## config.mk

```make
export PLATFORM = sky130hd
export DESIGN_NAME = grouped_letter_code_encoder
export DESIGN_NICKNAME = d
export VERILOG_FILES = /design/src/rtl/core/glce_pkg.sv /design/src/rtl/core/glce_letter_coder.sv /design/src/rtl/core/glce_bit_packer.sv /design/src/rtl/core/grouped_letter_code_encoder.sv
export SDC_FILE = /design/constraint.sdc
export NUM_CORES = 1
export LEC_CHECK = 0
export BUFFER_PORTS_ARGS = -buffer_cell sky130_fd_sc_hd__buf_2
export CORE_ASPECT_RATIO = 0.75
export CORE_MARGIN = 5
export CORE_UTILIZATION = 32
export CTS_BUF_LIST = sky130_fd_sc_hd__clkbuf_8
export DETAILED_ROUTE_END_ITERATION = 8
export PLACE_DENSITY = 0.48
export SETUP_SLACK_MARGIN = 0.02
export SLEW_MARGIN = 25
export SYNTH_ARGS = -nofsm -noshare
export SYNTH_HDL_FRONTEND = slang
export SYNTH_HIERARCHICAL = 1
export SYNTH_SLANG_ARGS = --single-unit
```

## constraint.sdc

```tcl
create_clock -name clk -period 3.5 [get_ports clk]
set_input_delay 0.175 -clock clk [delete_from_list [all_inputs] [get_ports clk]]
set_output_delay 0.175 -clock clk [all_outputs]
set_load 0.02 [all_outputs]
```

## src/rtl/core/glce_pkg.sv

```systemverilog
// Package for the grouped letter code encoder.
// Holds character constants, code and result types shared by all modules.
// No dependencies.
`default_nettype none

package glce_pkg;

    localparam logic [7:0] CHAR_A = 8'h61;
    localparam logic [7:0] CHAR_C = 8'h63;
    localparam logic [7:0] CHAR_G = 8'h67;
    localparam logic [7:0] CHAR_O = 8'h6F;
    localparam logic [7:0] CHAR_Z = 8'h7A;

    localparam int unsigned BYTE_BITS = 8;
    localparam int unsigned HELD_W    = BYTE_BITS - 1;
    localparam int unsigned COUNT_W   = 3;
    localparam int unsigned VALID_W   = 4;
    localparam int unsigned CODE_W    = 6;
    localparam int unsigned PACK_W    = HELD_W + CODE_W;

    typedef struct packed {
        logic                is_letter;
        logic [CODE_W-1:0]   bits;
        logic [COUNT_W-1:0]  len;
    } code_t;

    typedef struct packed {
        logic                 emit;
        logic [7:0]           out_byte;
        logic [VALID_W-1:0]   valid_bits;
        logic                 end_of_message;
    } pack_out_t;

endpackage

`default_nettype wire

```

## src/rtl/core/glce_letter_coder.sv

```systemverilog
// Letter coder: maps one character byte to its group and in-group code.
// Depends on glce_pkg.
`default_nettype none

module glce_letter_coder (
    input  wire logic [7:0]     char_code,
    output glce_pkg::code_t     code
);
    import glce_pkg::*;

    logic [1:0] group;
    logic [7:0] base;
    logic [7:0] offset;

    always_comb
    begin
        priority if (char_code < CHAR_C)
        begin
            group = 2'd0;
            base  = CHAR_A;
        end
        else if (char_code < CHAR_G)
        begin
            group = 2'd1;
            base  = CHAR_C;
        end
        else if (char_code < CHAR_O)
        begin
            group = 2'd2;
            base  = CHAR_G;
        end
        else
        begin
            group = 2'd3;
            base  = CHAR_O;
        end
    end

    assign offset         = char_code - base;
    assign code.is_letter = (char_code >= CHAR_A) && (char_code <= CHAR_Z);
    assign code.bits      = {offset[3:0], group};
    assign code.len       = {1'b0, group} + 3'd3;

endmodule

`default_nettype wire

```

## src/rtl/core/glce_bit_packer.sv

```systemverilog
// Bit packer: holds partial byte state and packs code bits LSB first.
// Emits full bytes and end-of-message flushes. Depends on glce_pkg.
`default_nettype none

module glce_bit_packer (
    input  wire logic            clk,
    input  wire logic            rst_n,
    input  wire logic            step,
    input  wire glce_pkg::code_t code,
    output glce_pkg::pack_out_t  pack_out
);
    import glce_pkg::*;

    logic [HELD_W-1:0]  held_bits_reg;
    logic [HELD_W-1:0]  held_bits_next;
    logic [COUNT_W-1:0] held_count_reg;
    logic [COUNT_W-1:0] held_count_next;

    logic [PACK_W-1:0]  shifted;
    logic [PACK_W-1:0]  packed_bits;
    logic [VALID_W-1:0] total;
    logic               full;

    assign shifted     = {{(PACK_W-CODE_W){1'b0}}, code.bits} << held_count_reg;
    assign packed_bits = {{(PACK_W-HELD_W){1'b0}}, held_bits_reg} | shifted;
    assign total       = {1'b0, held_count_reg} + {1'b0, code.len};
    assign full        = total >= VALID_W'(BYTE_BITS);

    always_comb
    begin
        if (!code.is_letter)
        begin
            pack_out.emit           = 1'b1;
            pack_out.out_byte       = {1'b0, held_bits_reg};
            pack_out.valid_bits     = {1'b0, held_count_reg};
            pack_out.end_of_message = 1'b1;
            held_bits_next          = '0;
            held_count_next         = '0;
        end
        else if (full)
        begin
            pack_out.emit           = 1'b1;
            pack_out.out_byte       = packed_bits[BYTE_BITS-1:0];
            pack_out.valid_bits     = VALID_W'(BYTE_BITS);
            pack_out.end_of_message = 1'b0;
            held_bits_next          = {{(BYTE_BITS+HELD_W-PACK_W){1'b0}},
                                       packed_bits[PACK_W-1:BYTE_BITS]};
            held_count_next         = total[COUNT_W-1:0];
        end
        else
        begin
            pack_out.emit           = 1'b0;
            pack_out.out_byte       = packed_bits[BYTE_BITS-1:0];
            pack_out.valid_bits     = total;
            pack_out.end_of_message = 1'b0;
            held_bits_next          = packed_bits[HELD_W-1:0];
            held_count_next         = total[COUNT_W-1:0];
        end
    end

    always_ff @(posedge clk or negedge rst_n)
    begin
        if (!rst_n)
        begin
            held_bits_reg  <= '0;
            held_count_reg <= '0;
        end
        else if (step)
        begin
            held_bits_reg  <= held_bits_next;
            held_count_reg <= held_count_next;
        end
    end

    assert property (@(posedge clk) disable iff (!rst_n)
        step && !code.is_letter |=> held_bits_reg == '0 && held_count_reg == '0)
        else $error("held state not cleared after flush");

    assert property (@(posedge clk) disable iff (!rst_n)
        (held_bits_reg >> held_count_reg) == '0)
        else $error("held bits set above held count");

    assert property (@(posedge clk) disable iff (!rst_n)
        pack_out.emit && code.is_letter |-> pack_out.valid_bits == VALID_W'(BYTE_BITS)
            && !pack_out.end_of_message)
        else $error("full byte emitted with wrong valid bits or end mark");

endmodule

`default_nettype wire

```

## src/rtl/core/grouped_letter_code_encoder.sv

```systemverilog
// Grouped letter code encoder, top level. Depends on glce_pkg, glce_letter_coder
// and glce_bit_packer.
// Path: input register, then result register; an output stall holds the item in the first.
// Throughput: one item per cycle (one coder and packer pass each) unless output stalls.
// Reset: rst_n asynchronous active low clears both valid flags and the held bits/count.
`default_nettype none

module grouped_letter_code_encoder (
    input  wire logic        clk,
    input  wire logic        rst_n,
    input  wire logic        char_valid,
    output logic             char_ready,
    input  wire logic [7:0]  char_code,
    output logic             code_valid,
    input  wire logic        code_ready,
    output logic [7:0]       out_byte,
    output logic [3:0]       valid_bits,
    output logic             end_of_message
);
    import glce_pkg::*;

    logic       s1_valid_reg;
    logic       s1_valid_next;
    logic [7:0] s1_char_reg;
    logic       s1_advance;

    logic       out_valid_reg;
    logic       out_valid_next;
    pack_out_t  out_result_reg;

    code_t      code;
    pack_out_t  pack_out;

    glce_letter_coder u_coder (
        .char_code (s1_char_reg),
        .code      (code)
    );

    glce_bit_packer u_packer (
        .clk      (clk),
        .rst_n    (rst_n),
        .step     (s1_advance),
        .code     (code),
        .pack_out (pack_out)
    );

    assign s1_advance = s1_valid_reg && (!pack_out.emit || !out_valid_reg || code_ready);
    assign char_ready = !s1_valid_reg || s1_advance;

    always_comb
    begin
        if (char_valid && char_ready)
            s1_valid_next = 1'b1;
        else if (s1_advance)
            s1_valid_next = 1'b0;
        else
            s1_valid_next = s1_valid_reg;

        if (s1_advance && pack_out.emit)
            out_valid_next = 1'b1;
        else if (code_ready)
            out_valid_next = 1'b0;
        else
            out_valid_next = out_valid_reg;
    end

    always_ff @(posedge clk or negedge rst_n)
    begin
        if (!rst_n)
        begin
            s1_valid_reg  <= 1'b0;
            out_valid_reg <= 1'b0;
        end
        else
        begin
            s1_valid_reg  <= s1_valid_next;
            out_valid_reg <= out_valid_next;
        end
    end

    always_ff @(posedge clk)
    begin
        if (char_valid && char_ready)
            s1_char_reg <= char_code;
        if (s1_advance && pack_out.emit)
            out_result_reg <= pack_out;
    end

    assign code_valid     = out_valid_reg;
    assign out_byte       = out_result_reg.out_byte;
    assign valid_bits     = out_result_reg.valid_bits;
    assign end_of_message = out_result_reg.end_of_message;

    assert property (@(posedge clk) disable iff (!rst_n)
        s1_valid_reg && !s1_advance |=> s1_valid_reg && $stable(s1_char_reg))
        else $error("pending item lost in input register");

    assert property (@(posedge clk) disable iff (!rst_n)
        s1_advance && pack_out.emit |=> out_valid_reg)
        else $error("emitted result not registered");

    assert property (@(posedge clk) disable iff (!rst_n)
        out_valid_reg && !code_ready |-> !(s1_advance && pack_out.emit))
        else $error("result register overwritten while stalled");

endmodule

`default_nettype wire

```

Yosys cells after proc, flatten, opt, wreduce, memory -nomap -nowiden:

Cells that the tools add are included.

* bits of input ports: 12
* logic and storage cells: 48
* register bits after elaboration: 33
* output and inout bits: 15

* mux-type cells: 15
* add/sub/neg operators: 3
* order comparisons: 6
* reduce and logical (&&, ||, !) cells: 12
* bitwise gates (word level): 1
* shift-type cells: 1

Operators with widths (number)
* 14-bit 2-to-1 mux: 2
* 8-bit by 7-bit less-than comparator with 1-bit output, second input constant: 3
* 7-bit 2-to-1 mux: 2
* 7-bit by 13-bit OR with 13-bit output: 1
* 6-bit by 3-bit << shifter with 13-bit output: 1
* 4-bit 2-to-1 mux: 3
* 8-bit by 7-bit greater-or-equal comparator with 1-bit output, second input constant: 1
* 8-bit by 7-bit less-or-equal comparator with 1-bit output, second input constant: 1
* 1-bit 2-to-1 mux: 5
* 3-bit by 3-bit adder with 4-bit output: 1
* 4-bit greater-or-equal comparator, second input constant: 1
* 1-bit logical AND: 4
* 2-bit 2-to-1 mux: 2
* 2-bit nonzero test: 2
* 4-bit subtractor: 1
* 2-bit by 2-bit adder with 3-bit output, second input constant: 1
* 1-bit zero test: 3
* 1-bit logical OR: 3
* 3-bit 2-to-1 mux: 1

Logic depth before layout (Yosys ltp):

Gate-level depths: netlist of the first run.

* depth in word-level cells: 16
* mapped depth: 14
* mapped depth without buffers: 12

Hierarchy:

The synthesis of the first run kept the hierarchy.

By module, submodules not included
* glce_bit_packer: instances 1, seq. area each 250.2 um2, area an instance 972.2 um2, cells an instance 112
* grouped_letter_code_encoder: instances 1, seq. area each 680.7 um2, area an instance 738.2 um2, cells an instance 31
* glce_letter_coder: instances 1, seq. area each 0.0 um2, area an instance 285.3 um2, cells an instance 38

Worst setup path before layout of the first run:

OpenSTA, ideal clock, no wires.

* path kind: reg2reg
* start point: register s1_char_reg[7]
* end point: register u_packer.held_bits_reg[3]
* arrival time: 2.812 ns
* buffers on the path: 1
* stages on the path, launching flop included: 12
* library setup time: 0.120 ns
* required time: 3.380 ns
* path slack: 0.568 ns
* cells stage by stage: edfxtp_1 nand4bb_4 or3_1 ha_1 a21o_1 a21oi_1 nand2_1 a21boi_1 clkbuf_1 o311a_1 nor3_1 a31o_1

RTL lines
* start: declaration: line grouped_letter_code_encoder.sv:24 `logic [7:0] s1_char_reg;`
* start signal: assignment: line grouped_letter_code_encoder.sv:84 `s1_char_reg <= char_code;`
* end signal: assignment: line glce_bit_packer.sv:70 `held_bits_reg <= held_bits_next;`
* end: declaration: line glce_bit_packer.sv:14 `logic [HELD_W-1:0] held_bits_reg;`

==> results of run 1 <==
[layout make-up]
class / count / area share (%)
Multi-Input combinational cell: 129 / 42.07
Timing Repair Buffer: 33 / 8.065
Sequential cell: 33 / 40.55
Tap cell: 78 / 4.251
Clock buffer: 5 / 2.997
Clock inverter: 3 / 0.5995
Inverter: 9 / 1.471
[report_power, final]
group          total, W  internal (W)  switching [W]
clock          0.000272      0.000135       0.000137
combinational  0.000349      0.000156       0.000194
sequential     0.000525      0.000482      0.0000424
total           0.00115      0.000772       0.000373
[cell usage after synthesis, types with 2 or more instances]
cell,n
nor3_1,3
a221oi_2,2
o21ai_0,7
nor2b_1,3
buf_6,4
edfxtp_1,21
mux2i_1,2
a211oi_1,2
fa_1,2
nor2_1,24
xor2_1,3
clkbuf_1,5
mux2_4,4
and2_1,2
mux2_2,2
inv_1,8
nand2b_1,4
mux4_2,2
ha_1,5
o21a_1,4
a21o_1,4
and2_4,2
a31oi_1,2
and3_1,2
nand2_1,10
or3_1,2
a21oi_1,7
a31o_2,2
dfrtp_1,12
nand3_1,6
[worst min-delay path by stage]
stage | startpoint | to | slack (ns) | cells after the start
6_report | char_code[4] | s1_char_reg[4]$_DFFE_PP_ | 0.06 | 1
5_1_grt | char_code[1] | s1_char_reg[1]$_DFFE_PP_ | 0.06 | 1
4_1_cts | char_code[3] | s1_char_reg[3]$_DFFE_PP_ | 0.05 | 1
3_5_place_dp | rst_n | u_packer/held_count_reg[0]$_DFFE_PN0P_ | 0.08 | 1
3_3_place_gp | rst_n | u_packer/held_count_reg[0]$_DFFE_PN0P_ | 0.08 | 1
2_1_floorplan | rst_n | code_valid$_DFFE_PN0P_ | -0.12 | 0
[routing by layer]
metal	wire length (um)	up-vias	global-route usage, %
met5	0	-	0
met1	2251	696	18.15
met2	1780	46	15.99
li1	-	728	-
met3	319	7	3.100
met4	61	0	4.382
[stage by stage]
stage                     area (um2)  hold slack [ns]  utilization [%]  std cells
after global placement          2203          0.08481            37.06        281
final                           2296          0.06417            38.62        290
after global routing            2296          0.05895            38.62        290
after CTS                       2296          0.05214            38.62        290
after detailed placement        2203          0.08015            37.06        281
after floorplan                 1996          -0.1206                -        181
[kinds of logic (layout without fill, tap and decap cells)]
group	count (synthesis)	after routing	share of synthesized area (%)
multiplexers	10	10	7.398
adder cells (fa/ha/maj)	7	7	5.141
AO/OA/AOI/OAI	44	44	16.61
XOR/XNOR	4	4	1.756
flip-flops	33	33	46.65
AND/OR/NAND/NOR	64	64	17.18
buffers and inverters	19	50	5.266
[repair_timing]
action                                  CTS  global route
endpoints found under the setup margin    0             0
setup buffers                             0             0
hold endpoints to repair                 12             0
hold buffers                              1             0
==> metrics.md, run 1 <==
| Metric | Value |
|---|---|
| Status | complete, no violations |
| Sequential area share after synthesis | 46.65% |
| Cell Pwr Density | between 400 and 500 nW/um2 |
| CP endpoint | u_packer/held_bits_reg[1]$_DFFE_PN0P_ |
| Slowest stage delay, CP | roughly 0.45 ns |
| CTS H-tree lvls | 2 |
| Gr ovfl total | 0 |
| Arr. time, crit path | roughly 3.3 ns |
| Startpoint types | register |
| WP data required | 3.71 ns |
| Synth Flop Type | edfxtp_1 |
| Final hold vios | 0 |
| Boundary Pins | 27 |
| CTS Sinks | 33 |
| RSZ-0062 raised after global routing | false |
| Cells after Synth | roughly 180 |
| Top post-synthesis cells by area | edfxtp_1 (32%), dfrtp_1 (15%), nor2_1 (4.5%), ha_1 (3.1%), mux2_4 (3.0%) |
| Post-DP HPWL | around 3300 um |
| Port Buffers | 26 |
| Largest net degree at the start of global routing | 19 |
| Post-Syn Nets | 200 |
| Crit path max fanout | 16 |
| Syn. warnings | 6 |
| Peak supply drop | 0.1335 mV |
| Nets | 230 |
| Ant. Diodes | 0 |
| Clk pin slew, worst setup/hold paths | approximately 0.07 ns |
| Multi-input gate area | a little under 1000 um2 |
| Max-cap viol count | 0 |
| Clk root buf | clkbuf_8 |
| TritonRoute pass-1 iters | 4 |
| Wire per inst | ~15 um |
| Leak | around 0.94 nW |
| Register Area | 930.9 um2 |
| Vias in the first global route | 1,412 |
| Final WS setup | 0.4210 ns |
| CP Launch Point | s1_char_reg[7]$_DFFE_PP_ |
| Initial antenna violation count | 0 |
| Die area | roughly 8000 um2 |
| Drt drc | 0 |
| Largest delay share family, worst path | simple AND/OR/NAND/NOR gates |
| Post-synth EDFFs | 21 |
| Dominant cell type by area after synthesis | edfxtp_1 |
| Core Rows | 24 |
| Worst min path class | input pin to register |
| Post-CTS Resized | 0 |
| Asr flop ratio synth | between 30% and 40% |
| Mapped Area | ~2000 um2 |
| Post-route clock period utilization | 87.97% |
| R2R setup slack | 0.42 ns |
| Synthesized flop and latch total | 33 |
| Most common cell after layout, fill and taps aside | buf_2 |
| GRT Util Overall | between 10% and 20% |
| Rel. slew slack | between 50% and 60% |
| Most used cell, CP | a21oi_1 |
| Reg2reg start | s1_char_reg[7]$_DFFE_PP_ |
| Slew @ Worst Pin | 0.6925 ns |
| Fillcell total | between 500 and 600 |
| Crit path capture type | register |
| Vias per cell | between 5 and 6 |
| Fraction of layout cells with a size suffix above 1 | about 28% |
| Detailed Route Iter0 Violations | 107 |
| Post-layout minimum cycle time | just over 3 ns |
| Die height | 78.39 um |
| First-pass GRT wire length | just over 7000 um |
| Reg-to-Reg End | u_packer/held_bits_reg[1]$_DFFE_PN0P_ |
| Worst-case clock buffer depth | 2 |
| Netlist cell types | between 50 and 60 |
| Setup_tns | 0 ns |
| Final Max Tran Viols | 0 |
| Final ANT Viol Nets | 0 |
| Stages on worst setup path | 11 |
| Initial Utilization | between 30% and 40% |
| Worst-skew pair later-pin latency | around 0.29 ns |
| Crit path kind | register to register |
| Total power | between 0.001 and 0.0015 W |
| Routed WL | 4413 um |
| Die Span X | 101.2 um |
| DR vias | 1,477 |
| Syn_area_per_cell | ~11 um2 |
| Area growth syn-to-layout | 15.05% |
| Critical path cell sequence | nand4bb_4 -> or3_1 -> ha_1 -> a21o_1 -> a21oi_1 -> nand2_1 -> a21boi_1 -> buf_4 -> and3_1 -> o21ai_0 -> a21oi_1 |
| Setup Skew | between 0.005 and 0.006 ns |
| Reg2reg path depth | 11 |
| Synth top area share | between 30% and 40% |
| Core area | 5946 um2 |
| Crit path buf inv count | 1 |
| Place WS | between 0.4 and 0.5 ns |
| RD Place Congestion | 0.8161 |
| Fmax | 0.3248 GHz |
| TritonCTS Buffers | 5 |
| Final setup fails | 0 |
| CP max stage cell | or3_1 |
| Commonest cells after routing, fill and taps aside | buf_2 (26), nor2_1 (24), edfxtp_1 (21) |
| CTS tree | built |
(Power assumes the default switching activity.)
==> run 2, diff against run 1 <==
CELL_PAD_IN_SITES_DETAIL_PLACEMENT = 1   (was unset)
CELL_PAD_IN_SITES_GLOBAL_PLACEMENT = 2   (was unset)
PLACE_DENSITY = 0.68   (was 0.48)
==> run 2 against run 1 <==
  * Non-clock buffer count decreased by 2
  * First-iteration DRC count decreased by 37%
  * Die area unchanged
  * Clock power increased by 35%
  * Highest routed layer unchanged
  * Sequential power increased by 1%
  * Global-route usage increased by 1.7 points
  * Core utilization increased by 0.36 points
  * Critical endpoint unchanged
==> metrics.md, run 2 (synthesis gave the netlist of run 1 again) <==
| Metric | Value |
|---|---|
| TritonRoute pass-1 iters | 4 (unchanged) |
| Place WS | 0.3770 ns (-0.06593 ns) |
| Net Sw Power | 0.0003854 W (+3.2%) |
| Most used cell, CP | a21oi_1 |
| Final ANT Viol Nets | 0 (unchanged) |
| Fillcell total | 681 (+14%) |
| Drt drc | 0 (unchanged) |
| Initial Utilization | 33.56% (unchanged) |
| Clk network pwr share | 29.3% (+5.6 points) |
| Final Max Tran Viols | 0 (unchanged) |
| DR vias | 1,526 (+3.3%) |
| Startpoint types | register |
| CP endpoint | u_packer/held_bits_reg[1]$_DFFE_PN0P_ |
| GRT Util Overall | 13.64% (+1.7 points) |
| Detailed Route Iter0 Violations | 67 (-37%) |
| Crit path max fanout | 16 (unchanged) |
| Core area | 5946 um2 (unchanged) |
| Post-DP HPWL | 3965 um (+20%) |
| Seq pwr share | 42.4% (-3.4 points) |
| Reg-to-Reg End | u_packer/held_bits_reg[1]$_DFFE_PN0P_ |
| Fmax | 0.3169 GHz (-2.4%) |
| Area growth syn-to-layout | 16.11% |
| Fraction of layout cells with a size suffix above 1 | 27.62% (-0.21 points) |
| Crit path kind | register to register |
| Commonest cells after routing, fill and taps aside | buf_2 (26), nor2_1 (23), edfxtp_1 (21) |
| Status | complete, no violations |
| CTS H-tree lvls | 2 (unchanged) |
| Most common cell after layout, fill and taps aside | buf_2 |
| TritonCTS Buffers | 5 (unchanged) |
| Slowest stage delay, CP | 0.44 ns (about the same) |
| Gr ovfl total | 0 (unchanged) |
| CP max stage cell | edfxtp_1 |
| Gate power share | 28.3% (-2.2 points) |
| Ant. Diodes | 0 (unchanged) |
| Routed WL | 5079 um (+15%) |
| Reg2reg path depth | 11 (unchanged) |
| Vias in the first global route | 1,655 (+17%) |
| Die height | 78.39 um (unchanged) |
| Wire per inst | 17.64 um (+16%) |
| Worst min path class | input pin to register |
| Largest delay share family, worst path | simple AND/OR/NAND/NOR gates |
| CTS Sinks | 33 (unchanged) |
| Critical path cell sequence | nand4bb_4 -> or3_1 -> ha_1 -> a21o_1 -> a21oi_1 -> nand2_1 -> a21boi_1 -> buf_4 -> and3_1 -> o21ai_0 -> a21oi_1 |
| Clk root buf | clkbuf_8 |
| Crit path buf inv count | 1 (unchanged) |
| Max-cap viol count | 0 (unchanged) |
| Largest net degree at the start of global routing | 21 (+2) |
| Post-route cell area | 2317 um2 (+0.93%) |
| Nets | 228 (-0.87%) |
| Initial antenna violation count | 0 (unchanged) |
| Slew @ Worst Pin | 0.7418 ns (+0.04924 ns) |
| CTS tree | built |
| RD Place Congestion | 0.7959 (-2.5%) |
| Reg2reg start | s1_char_reg[7]$_DFFE_PP_ |
| Int Pwr | 0.0008653 W (+12%) |
| Die Span X | 101.2 um (unchanged) |
| Leak | 0.9485 nW (+0.41%) |
| Die area | 7932 um2 (unchanged) |
| Core Rows | 24 (unchanged) |
| Vias per cell | 5.299 (+4.0%) |
| Crit path capture type | register |
| Total power | 0.001251 W (+9.2%) |
| Clk pin slew, worst setup/hold paths | 0.07 ns (about the same) |
| Port Buffers | 26 (unchanged) |
| Cell Pwr Density | 539.8 nW/um2 (+8.2%) |
| R2R setup slack | 0.34 ns (-0.08 ns) |
| Setup_tns | 0 ns (unchanged) |
| WP data required | 3.70 ns (about the same) |
| Worst-case clock buffer depth | 2 (unchanged) |
| Final hold vios | 0 (unchanged) |
| Final WS setup | 0.3442 ns (-0.07681 ns) |
| Peak supply drop | 0.1987 mV (+49%) |
| Net Sw Frac | 30.82% (-1.8 points) |
| Hold WS | 0.06685 ns (+0.002679 ns) |
| Arr. time, crit path | 3.36 ns (+0.07 ns) |
| First-pass GRT wire length | 8487 um (+17%) |
| Post-route clock period utilization | 90.17% (+2.2 points) |
| RSZ-0062 raised after global routing | false |
| Final setup fails | 0 (unchanged) |
| Worst-skew pair later-pin latency | 0.28 ns (about the same) |
| Boundary Pins | 27 (unchanged) |
| Rel. slew slack | 49.77% (-3.3 points) |
| Post-layout minimum cycle time | 3.156 ns (+0.07681 ns) |
| CP Launch Point | s1_char_reg[7]$_DFFE_PP_ |
| Stages on worst setup path | 11 (unchanged) |
| DP Area | 2191 um2 (-0.57%) |
| Setup Skew | 0.003537 ns (-0.001534 ns) |
[run 2: cell types whose count changed in the layout (fill, tap and decap cells not counted)]
| cell | change |
|---|---|
| bufinv_16 | +1 |
| clkbuf_8 | +1 |
| buf_4 | -2 |
| nor2_1 | -1 |
| clkinv_2 | -2 |
| nor2_2 | +1 |
[run 2: worst min-delay path by stage]
| stage | to | startpoint | depth (start not counted) |
|---|---|---|---|
| after floorplan | code_valid$_DFFE_PN0P_ | rst_n | 0 |
| after global placement | u_packer/held_count_reg[0]$_DFFE_PN0P_ | rst_n | 1 |
| after detailed placement | u_packer/held_count_reg[1]$_DFFE_PN0P_ | rst_n | 1 |
| after CTS | s1_char_reg[4]$_DFFE_PP_ | char_code[4] | 1 |
| after global routing | s1_char_reg[4]$_DFFE_PP_ | char_code[4] | 1 |
| final | s1_char_reg[4]$_DFFE_PP_ | char_code[4] | 1 |
[run 2: metrics by stage]
step | utilization [%] | cells
3_3_place_gp | 36.81 | 279
4_1_cts | 38.97 | 288
3_5_place_dp | 36.85 | 279
2_1_floorplan | - | 181
5_1_grt | 38.97 | 288
6_report | 38.97 | 288
[run 2: per-layer routing]
metal / track usage [%] / vias up / routed length (um)
li1: - / 721 / -
met1: 18.77 / 778 / 2484
met2: 21.74 / 23 / 2403
met3: 3.543 / 4 / 160
met4: 2.789 / 0 / 31
met5: 0 / - / 0
[run 2: power by group through the flow]
stage	clock network [W]	registers [W]	logic [W]
3_5_place_dp	0	0.000538	0.000354
4_1_cts	0.000377	0.000531	0.000358
5_1_grt	0.000395	0.000540	0.000390
3_3_place_gp	0	0.000535	0.000344
6_report	0.000366	0.000531	0.000354
2_1_floorplan	0	0.000549	0.000242
[run 2: area by class of cell]
| type | count | area [um2] | area share, % |
|---|---|---|---|
| clock buffers | 6 | 82.58 | 3.564 |
| repair buffers | 31 | 170.2 | 7.343 |
| clock inverters | 2 | 33.78 | 1.458 |
| flip-flops and latches | 33 | 930.9 | 40.17 |
| well taps | 78 | 97.59 | 4.212 |
| multi-input cells | 129 | 968.4 | 41.79 |
| inverters | 9 | 33.78 | 1.458 |
[run 2: timing repair]
item	in CTS	in global routing
hold buffers	1	0
gates resized for setup	0	0
endpoints found under the setup margin	0	0
endpoints found under the hold margin	12	0
buffers inserted	0	0
